File: src/sv/fxp_pkg.sv
package fxp_pkg;

  localparam int unsigned LenW   = 24;
  localparam int unsigned FifoDp = 4;
  localparam int unsigned PtrW   = $clog2(FifoDp);
  localparam int unsigned CntW   = $clog2(FifoDp + 1);

  // result kinds
  localparam logic [2:0] KIND_NAME = 3'd0;
  localparam logic [2:0] KIND_BASE = 3'd1;
  localparam logic [2:0] KIND_QUAL = 3'd2;
  localparam logic [2:0] KIND_REC  = 3'd3;
  localparam logic [2:0] KIND_EOS  = 3'd4;
  localparam logic [2:0] KIND_ERR  = 3'd5;

  // error codes
  localparam logic [2:0] ERR_NONE    = 3'd0;
  localparam logic [2:0] ERR_FORMAT  = 3'd1;
  localparam logic [2:0] ERR_INCOMPL = 3'd2;
  localparam logic [2:0] ERR_BADCHAR = 3'd3;
  localparam logic [2:0] ERR_EMPTY   = 3'd4;
  localparam logic [2:0] ERR_QCOUNT  = 3'd5;
  localparam logic [2:0] ERR_TOOLONG = 3'd6;

  localparam logic [7:0] ChGt    = 8'h3E; // '>'
  localparam logic [7:0] ChAt    = 8'h40; // '@'
  localparam logic [7:0] ChPlus  = 8'h2B; // '+'
  localparam logic [7:0] ChSlash = 8'h2F; // '/'
  localparam logic [7:0] ChOne   = 8'h31;
  localparam logic [7:0] ChTwo   = 8'h32;
  localparam logic [7:0] ChLf    = 8'h0A;
  localparam logic [7:0] ChCr    = 8'h0D;
  localparam logic [7:0] QualLo  = 8'd33;
  localparam logic [7:0] QualHi  = 8'd127;

  typedef enum logic [2:0] {
    PH_DETECT,
    PH_NAME,
    PH_SEQ,
    PH_COMMENT,
    PH_QUAL,
    PH_SEEK,
    PH_HALT
  } phase_e;

  typedef struct packed {
    logic [2:0]      kind;
    logic [7:0]      value;
    logic [LenW-1:0] rec_len;
    logic            fastq;
    logic [2:0]      err;
    logic            last;
  } res_t;

  function automatic res_t mk_res(logic [2:0] kind, logic [7:0] value,
                                  logic [LenW-1:0] rec_len, logic fastq,
                                  logic [2:0] err);
    res_t r;
    r.kind    = kind;
    r.value   = value;
    r.rec_len = rec_len;
    r.fastq   = fastq;
    r.err     = err;
    r.last    = 1'b0;
    return r;
  endfunction

  // A0 C1 G2 T3, any other letter 4; case folded
  function automatic logic [7:0] base_code(logic [7:0] b);
    logic [7:0] u;
    u = b & 8'hDF;
    case (u)
      8'h41:   return 8'd0;
      8'h43:   return 8'd1;
      8'h47:   return 8'd2;
      8'h54:   return 8'd3;
      default: return 8'd4;
    endcase
  endfunction

  function automatic logic is_letter(logic [7:0] b);
    return (b >= 8'h41 && b <= 8'h5A) || (b >= 8'h61 && b <= 8'h7A);
  endfunction

  function automatic logic is_blank(logic [7:0] b);
    return (b == 8'd0) || (b == 8'd32) || (b >= 8'd9 && b <= 8'd13);
  endfunction

endpackage

File: src/sv/fastx_record_parser.sv
// FASTA/FASTQ record parser. One file byte (or an end-of-input mark) is
// taken per cycle on the input channel; each byte yields zero, one or two
// result words, which queue in a four-word output buffer. With the output
// side always ready the block sustains one byte per clock while the buffer
// has room; a byte that yields two words (a held name pair, record end plus
// end of stream) fills the buffer faster than it drains, and in_ready_o
// drops only when the output buffer cannot take two more words. The first
// '>' or '@' fixes the format for the whole stream. After an error word or
// the end-of-stream word the parser halts: further bytes are still accepted
// but yield nothing until reset.
module fastx_record_parser (
  input  logic                   clk_i,
  input  logic                   rst_ni,
  input  logic                   in_valid_i,
  output logic                   in_ready_o,
  input  logic [7:0]             data_byte_i,
  input  logic                   end_of_input_i,
  output logic                   out_valid_o,
  input  logic                   out_ready_i,
  output logic [2:0]             kind_o,
  output logic [7:0]             value_o,
  output logic [fxp_pkg::LenW-1:0] record_length_o,
  output logic                   is_fastq_o,
  output logic [2:0]             error_code_o,
  output logic                   last_o
);
  import fxp_pkg::*;

  phase_e          phase_q, phase_d;
  logic            fastq_q, fastq_d;
  logic [7:0]      held0_q, held0_d, held1_q, held1_d;
  logic [1:0]      held_cnt_q, held_cnt_d;
  logic            space_q, space_d;
  logic [1:0]      name_len_q, name_len_d;
  logic [LenW-1:0] base_cnt_q, base_cnt_d;
  logic [LenW-1:0] qual_cnt_q, qual_cnt_d;

  res_t            fifo_q [FifoDp];
  logic [PtrW-1:0] wr_ptr_q, rd_ptr_q;
  logic [CntW-1:0] cnt_q;

  res_t            r0, r1;
  logic [1:0]      n_res;
  logic            start_rec;
  logic            take, pop;

  logic [7:0] b;
  logic       eoi, is_lf, is_crlf, letter, base_full, qual_ok, qual_over, strip;

  assign b         = data_byte_i;
  assign eoi       = end_of_input_i;
  assign is_lf     = (b == ChLf);
  assign is_crlf   = (b == ChCr) || is_lf;
  assign letter    = is_letter(b);
  assign base_full = (base_cnt_q == {LenW{1'b1}});
  assign qual_ok   = (b >= QualLo) && (b <= QualHi);
  // quality count never exceeds base count, so >= means this one overflows
  assign qual_over = (qual_cnt_q >= base_cnt_q);
  assign strip     = !space_q && (name_len_q == 2'd3) && (held_cnt_q == 2'd2) &&
                     (held0_q == ChSlash) && ((held1_q == ChOne) || (held1_q == ChTwo));

  assign pop        = out_valid_o && out_ready_i;
  assign in_ready_o = (cnt_q <= CntW'(FifoDp - 2)) ||
                      ((cnt_q == CntW'(FifoDp - 1)) && pop);
  assign take       = in_valid_i && in_ready_o;

  // next phase
  always_comb begin
    phase_d = phase_q;
    case (phase_q)
      PH_DETECT: begin
        if (eoi || is_lf) phase_d = PH_HALT;
        else if (b == ChGt || b == ChAt) phase_d = PH_NAME;
      end
      PH_NAME: begin
        if (eoi) phase_d = PH_HALT;
        else if (is_lf) phase_d = PH_SEQ;
      end
      PH_SEQ: begin
        if (eoi) phase_d = PH_HALT;
        else if (!fastq_q && b == ChGt) phase_d = PH_NAME;
        else if (fastq_q && b == ChPlus) begin
          phase_d = (base_cnt_q == '0) ? PH_HALT : PH_COMMENT;
        end else if (!is_crlf && (!letter || base_full)) phase_d = PH_HALT;
      end
      PH_COMMENT: begin
        if (eoi) phase_d = PH_HALT;
        else if (is_lf) phase_d = PH_QUAL;
      end
      PH_QUAL: begin
        if (eoi || is_lf) begin
          phase_d = (eoi || qual_cnt_q != base_cnt_q) ? PH_HALT : PH_SEEK;
        end else if (qual_ok && qual_over) phase_d = PH_HALT;
      end
      PH_SEEK: begin
        if (eoi) phase_d = PH_HALT;
        else if (b == (fastq_q ? ChAt : ChGt)) phase_d = PH_NAME;
      end
      PH_HALT: phase_d = PH_HALT;
      default: phase_d = PH_HALT;
    endcase
  end

  // results and datapath updates
  always_comb begin
    r0         = mk_res(KIND_NAME, 8'd0, '0, fastq_q, ERR_NONE);
    r1         = r0;
    n_res      = 2'd0;
    start_rec  = 1'b0;
    fastq_d    = fastq_q;
    held0_d    = held0_q;
    held1_d    = held1_q;
    held_cnt_d = held_cnt_q;
    space_d    = space_q;
    name_len_d = name_len_q;
    base_cnt_d = base_cnt_q;
    qual_cnt_d = qual_cnt_q;
    case (phase_q)
      PH_DETECT: begin
        if (eoi || is_lf) begin
          r0 = mk_res(KIND_ERR, 8'd0, '0, fastq_q, ERR_FORMAT); n_res = 2'd1;
        end else if (b == ChGt || b == ChAt) begin
          fastq_d   = (b == ChAt);
          start_rec = 1'b1;
        end
      end
      PH_NAME: begin
        if (eoi) begin
          r0 = mk_res(KIND_ERR, 8'd0, '0, fastq_q, ERR_INCOMPL); n_res = 2'd1;
        end else if (is_lf || (!space_q && is_blank(b))) begin
          // flush the held pair unless it is a read-pair suffix
          if (!(is_lf && strip)) begin
            r0    = mk_res(KIND_NAME, held0_q, '0, fastq_q, ERR_NONE);
            r1    = mk_res(KIND_NAME, held1_q, '0, fastq_q, ERR_NONE);
            n_res = held_cnt_q;
          end
          held_cnt_d = 2'd0;
          if (!is_lf) space_d = 1'b1;
        end else if (!space_q) begin
          if (held_cnt_q == 2'd2) begin
            r0      = mk_res(KIND_NAME, held0_q, '0, fastq_q, ERR_NONE);
            n_res   = 2'd1;
            held0_d = held1_q;
            held1_d = b;
          end else if (held_cnt_q == 2'd1) begin
            held1_d    = b;
            held_cnt_d = 2'd2;
          end else begin
            held0_d    = b;
            held_cnt_d = 2'd1;
          end
          if (name_len_q != 2'd3) name_len_d = name_len_q + 2'd1;
        end
      end
      PH_SEQ: begin
        if (eoi) begin
          if (fastq_q) begin
            r0 = mk_res(KIND_ERR, 8'd0, '0, fastq_q, ERR_INCOMPL); n_res = 2'd1;
          end else begin
            r0    = mk_res(KIND_REC, 8'd0, base_cnt_q, fastq_q, ERR_NONE);
            r1    = mk_res(KIND_EOS, 8'd0, '0, fastq_q, ERR_NONE);
            n_res = 2'd2;
          end
        end else if (!fastq_q && b == ChGt) begin
          r0        = mk_res(KIND_REC, 8'd0, base_cnt_q, fastq_q, ERR_NONE);
          n_res     = 2'd1;
          start_rec = 1'b1;
        end else if (fastq_q && b == ChPlus) begin
          if (base_cnt_q == '0) begin
            r0 = mk_res(KIND_ERR, 8'd0, '0, fastq_q, ERR_EMPTY); n_res = 2'd1;
          end
        end else if (!is_crlf) begin
          n_res = 2'd1;
          if (!letter) r0 = mk_res(KIND_ERR, 8'd0, '0, fastq_q, ERR_BADCHAR);
          else if (base_full) r0 = mk_res(KIND_ERR, 8'd0, '0, fastq_q, ERR_TOOLONG);
          else begin
            r0         = mk_res(KIND_BASE, base_code(b), '0, fastq_q, ERR_NONE);
            base_cnt_d = base_cnt_q + LenW'(1);
          end
        end
      end
      PH_COMMENT: begin
        if (eoi) begin
          r0 = mk_res(KIND_ERR, 8'd0, '0, fastq_q, ERR_INCOMPL); n_res = 2'd1;
        end
      end
      PH_QUAL: begin
        if (eoi || is_lf) begin
          if (qual_cnt_q != base_cnt_q) begin
            r0 = mk_res(KIND_ERR, 8'd0, '0, fastq_q, ERR_QCOUNT); n_res = 2'd1;
          end else begin
            r0    = mk_res(KIND_REC, 8'd0, base_cnt_q, fastq_q, ERR_NONE);
            r1    = mk_res(KIND_EOS, 8'd0, '0, fastq_q, ERR_NONE);
            n_res = eoi ? 2'd2 : 2'd1;
          end
        end else if (qual_ok) begin
          qual_cnt_d = qual_cnt_q + LenW'(1);
          n_res      = 2'd1;
          if (qual_over) r0 = mk_res(KIND_ERR, 8'd0, '0, fastq_q, ERR_QCOUNT);
          else r0 = mk_res(KIND_QUAL, b, '0, fastq_q, ERR_NONE);
        end
      end
      PH_SEEK: begin
        if (eoi) begin
          r0 = mk_res(KIND_EOS, 8'd0, '0, fastq_q, ERR_NONE); n_res = 2'd1;
        end else if (b == (fastq_q ? ChAt : ChGt)) begin
          start_rec = 1'b1;
        end
      end
      PH_HALT: n_res = 2'd0;
      default: n_res = 2'd0;
    endcase
    if (start_rec) begin
      held0_d    = 8'd0;
      held1_d    = 8'd0;
      held_cnt_d = 2'd0;
      space_d    = 1'b0;
      name_len_d = 2'd0;
      base_cnt_d = '0;
      qual_cnt_d = '0;
    end
    r0.last = (n_res == 2'd1);
    r1.last = 1'b1;
  end

  always_ff @(posedge clk_i or negedge rst_ni) begin
    if (!rst_ni) begin
      phase_q    <= PH_DETECT;
      fastq_q    <= 1'b0;
      held0_q    <= 8'd0;
      held1_q    <= 8'd0;
      held_cnt_q <= 2'd0;
      space_q    <= 1'b0;
      name_len_q <= 2'd0;
      base_cnt_q <= '0;
      qual_cnt_q <= '0;
    end else if (take) begin
      phase_q    <= phase_d;
      fastq_q    <= fastq_d;
      held0_q    <= held0_d;
      held1_q    <= held1_d;
      held_cnt_q <= held_cnt_d;
      space_q    <= space_d;
      name_len_q <= name_len_d;
      base_cnt_q <= base_cnt_d;
      qual_cnt_q <= qual_cnt_d;
    end
  end

  // output buffer: up to two words pushed, one popped per cycle
  logic [1:0]      n_push;
  logic [CntW-1:0] cnt_d;
  assign n_push = take ? n_res : 2'd0;
  assign cnt_d  = cnt_q + CntW'(n_push) - CntW'(pop);

  always_ff @(posedge clk_i or negedge rst_ni) begin
    if (!rst_ni) begin
      wr_ptr_q <= '0;
      rd_ptr_q <= '0;
      cnt_q    <= '0;
    end else begin
      wr_ptr_q <= wr_ptr_q + PtrW'(n_push);
      rd_ptr_q <= rd_ptr_q + PtrW'(pop);
      cnt_q    <= cnt_d;
    end
  end

  always_ff @(posedge clk_i) begin
    if (n_push != 2'd0) fifo_q[wr_ptr_q] <= r0;
    if (n_push == 2'd2) fifo_q[wr_ptr_q + PtrW'(1)] <= r1;
  end

  res_t head;
  assign head            = fifo_q[rd_ptr_q];
  assign out_valid_o     = (cnt_q != '0);
  assign kind_o          = head.kind;
  assign value_o         = head.value;
  assign record_length_o = head.rec_len;
  assign is_fastq_o      = head.fastq;
  assign error_code_o    = head.err;
  assign last_o          = head.last;

endmodule

File: config.mk
export PLATFORM = sky130hd
export DESIGN_NAME = fastx_record_parser
export DESIGN_NICKNAME = d
export VERILOG_FILES = /design/src/sv/fxp_pkg.sv /design/src/sv/fastx_record_parser.sv
export SDC_FILE = /design/constraint.sdc
export NUM_CORES = 1
export LEC_CHECK = 0
export BUFFER_PORTS_ARGS = -buffer_cell sky130_fd_sc_hd__buf_4
export CORE_UTILIZATION = 55
export CTS_BUF_LIST = sky130_fd_sc_hd__clkbuf_2
export CTS_CLUSTER_DIAMETER = 40
export DETAILED_ROUTE_END_ITERATION = 7
export HOLD_SLACK_MARGIN = 0.02
export PLACE_DENSITY = 0.71
export SYNTH_ARGS = -nofsm -noshare
export SYNTH_HDL_FRONTEND = slang
export SYNTH_SLANG_ARGS = --single-unit
File: constraint.sdc
create_clock -name clk_i -period 4.4 [get_ports clk_i]
set_clock_uncertainty 0.1 [all_clocks]
set_input_delay 0.44 -clock clk_i [delete_from_list [all_inputs] [get_ports clk_i]]
set_output_delay 0.44 -clock clk_i [all_outputs]
set_load 0.02 [all_outputs]
==> impl_metrics.csv <==
group,metric,value,unit
critical_path,path_cells,"inv_1 > ha_1 > nor4b_1 > and4_1 > a31oi_1 > nor4_1 > a311oi_4 > nand2_1 > nand2_1 > ha_1 > inv_1 > ha_1 > inv_1 > fa_1 > xnor2_1 > xnor2_1",
synth,yosysUniqueCellTypes,75,
critical_path,slowest_delay,0.47,ns
placed_design,io_buffers,54,
timing,rsz0062_at_grt,"false",
global_routing,grt-busiest-layer,"met2",
route,wire_per_inst,19.6,µm
placed_design,routabilityCongestion,0.972,
timing,worst_slew_pin_slew,1.10,ns
synth,async_reset_ff_share,33.3,%
timing,final.min_clock_period,3.85,ns
clocking,clock_sinks,240,
final_layout,layout-drive-gt1-share,18.4,%
power,powerDensity,362,nW/µm²
final_layout,final_nets,1403,
clocking,clockBufferDepth,3,
die,fp.dieH,153,µm
timing,max_freq,0.260,GHz
critical_path,startpoint_type,"flip-flop",
final_layout,area_growth,12.4,%
synth,synth-seq-cells,240,
global_routing,track_usage,28.8,%
synth,synth_ff_type,"dfxtp_1",
synth,synth.most_common_cell,"nor2_1",
synth,syn_inst,1256,
route,dr.pass1.iters,6,
power,ir_worst_vdd,0.204,mV
global_routing,overflow,0,
synth,seq_area_frac_synth,44.6,%
synth,avgSynthCellArea,10.0,µm²
route,ant_nets,0,
clocking,cts_resized,0,
die,row_count,54,
route,routed_wirelength,33100,µm
global_routing,grt_max_degree,45,
placed_design,dpl.hpwl,22800,µm
power,design_power_total,5.12,mW
synth,yosysTopAreaCell,"dfxtp_1",
route,num_vias,10200,
clocking,cts_root_buf,"clkbuf_2",
route,drt_iter0_drc,1056,
power,clock_power_share,34.7,%
run_status,outcome,"finished, final reports clean",
power,p_int,3.55,mW
global_routing,grt_use_met3,5.73,%
global_routing,grtUsageMet1,41.0,%
critical_path,critPathKind,"flip-flop to flip-flop",
synth,yosys-top-cells-count,"nor2_1 (205), mux2i_1 (122), dfxtp_1 (120)",
timing,setup_ws,0.549,ns
synth,syn_nets,1303,
synth,yosys_warnings,0,
timing,hold_ws,0.192,ns
placed_design,dp_slack,0.497,ns
critical_path,critPathArrivalTime,4.51,ns
clocking,cts_made_buffers,66,
synth,yosys.area.top_type_share,19.1,%
timing,slew_headroom,26.9,%
power,p_switching,1.57,mW
synth,synth_area_leaders,"dfxtp_1 (19%), dfrtp_1 (16%), mux2i_1 (9.7%), edfxtp_1 (9.6%), mux4_2 (7.2%)",
global_routing,antenna_found_initial,2,
critical_path,crit_required,5.06,ns
worst_hold_path,hold_class,"input port to flip-flop",
power,combinationalPowerShare,16.4,%
clocking,htreeDepth,3,
critical_path,end_kind,"flip-flop",
timing,fin_crit_sh,87.5,%
die,fp.coreArea,22100,µm²
global_routing,grt_pass1_vias,9747,
power,p_leak,5.86,nW
timing,drv_slew,0,
critical_path,crit_fanout,6,
die,start_util,56.9,%
clocking,clk-insertion-delay-late,0.83,ns
global_routing,met2_usage,43.2,%
route,post-route-drc-count,0,
timing,tns,0,ns
clocking,cts_tree,"yes",
power,p_seq_share,48.8,%
global_routing,grt_pass1_wl,53100,µm
synth,netlist_area,12600,µm²
clocking,clk_pin_slew,0.13,ns
final_layout,post-route-util,63.9,%
power,switching_share,30.6,%
synth,synth-edff-count,40,
critical_path,cp_slowest_cell,"dfrtp_1",
timing,setup_viol,0,
timing,final-hold-violation-count,0,
die,ios,55,
die,dieArea,23400,µm²
die,dieWidth,153,µm
route,vias_per_cell,6.06,
run,cap_violations,0,
[timing repair]
action | in CTS | in global routing
buffers inserted | 0 | 0
setup endpoints to repair | 0 | 0
hold buffers | 13 | 0
endpoints found under the hold margin | 53 | 0
[placed cells by master, fill, tap and decap left out, types with 45 or more instances in the layout]
master / Yosys / layout
inv_1: 45 / 45
mux2i_1: 122 / 122
dfrtp_1: 80 / 78
nor2_1: 205 / 205
buf_4: 4 / 85
o21ai_0: 51 / 51
clkbuf_2: 0 / 95
nand2_1: 86 / 86
dfxtp_1: 120 / 120
[registers in the layout, summed over array words and instances, names as in the netlist]
register and cells:
fifo_q 160, held0_q 8, held_cnt_q 2, name_len_q 2, space_q 1, cnt_q 3
qual_cnt_q 24, phase_q 3, rd_ptr_q 2, wr_ptr_q 2, held1_q 8, base_cnt_q 24
fastq_q 1
[power by group through the flow]
| stage | registers (mW) | logic (mW) | clock network, mW |
|---|---|---|---|
| floorplan | 2.39 | 0.706 | 0 |
| global route | 2.52 | 0.905 | 1.94 |
| global placement | 2.55 | 0.831 | 0 |
| finish | 2.50 | 0.840 | 1.78 |
| CTS | 2.50 | 0.850 | 1.82 |
| detailed placement | 2.55 | 0.836 | 0 |
[through the flow]
| step | cell area [µm²] | cells |
|---|---|---|
| after floorplan | 12600 | 1256 |
| after global placement | 13300 | 1555 |
| after detailed placement | 13300 | 1555 |
| after CTS | 14100 | 1683 |
| after global routing | 14100 | 1684 |
| final | 14100 | 1684 |
[critical path, delay by kind of cell (launching register included)]
family / cells / cell delay [ns]
AO/OA/AOI/OAI: 2 / 0.32
flip-flops: 1 / 0.47
buffers and inverters: 3 / 0.23
XOR/XNOR: 2 / 0.31
AND/OR/NAND/NOR: 5 / 1.40
adder cells (fa/ha/maj): 4 / 0.95
[path summary, 6_finish.rpt]
path                             endpoint  slack, ns  cells past startpoint          start
max in group asynchronous      phase_q[2]       2.87                      4         rst_ni
min in group asynchronous      held1_q[5]       0.49                      3         rst_ni
max                              cnt_q[2]       0.55                     16  base_cnt_q[0]
min reg2reg                 fifo_q[1][23]       0.39                      2  fifo_q[1][23]
min                        base_cnt_q[21]       0.19                      5     in_valid_i
max reg2reg                      cnt_q[2]       0.55                     16  base_cnt_q[0]
[cells by family after synthesis]
family	count (synthesis)	share of synthesized area [%]
buf+inv	112	3.88
simple gates	467	17.6
flops	240	44.6
mux	168	17.4
fa+ha+maj	34	3.45
compound gates	193	10.1
xor+xnor	42	2.93
[metal layers]
metal,vias to the layer above,wire (µm)
li1,4778,-
met1,4858,15000
met2,480,14600
met3,87,2460
met4,2,951
met5,-,17
[layout make-up]
class	count	area, µm²
Clock buffer	95	475
Clock inverter	20	199
Timing Repair Buffer	99	798
Multi-Input combinational cell	904	6520
Inverter	45	169
Sequential cell	240	5610
Fill cell	1804	7970
Tap cell	280	350
Antenna cell	1	2.50
Power figures use the tool's default switching activity.
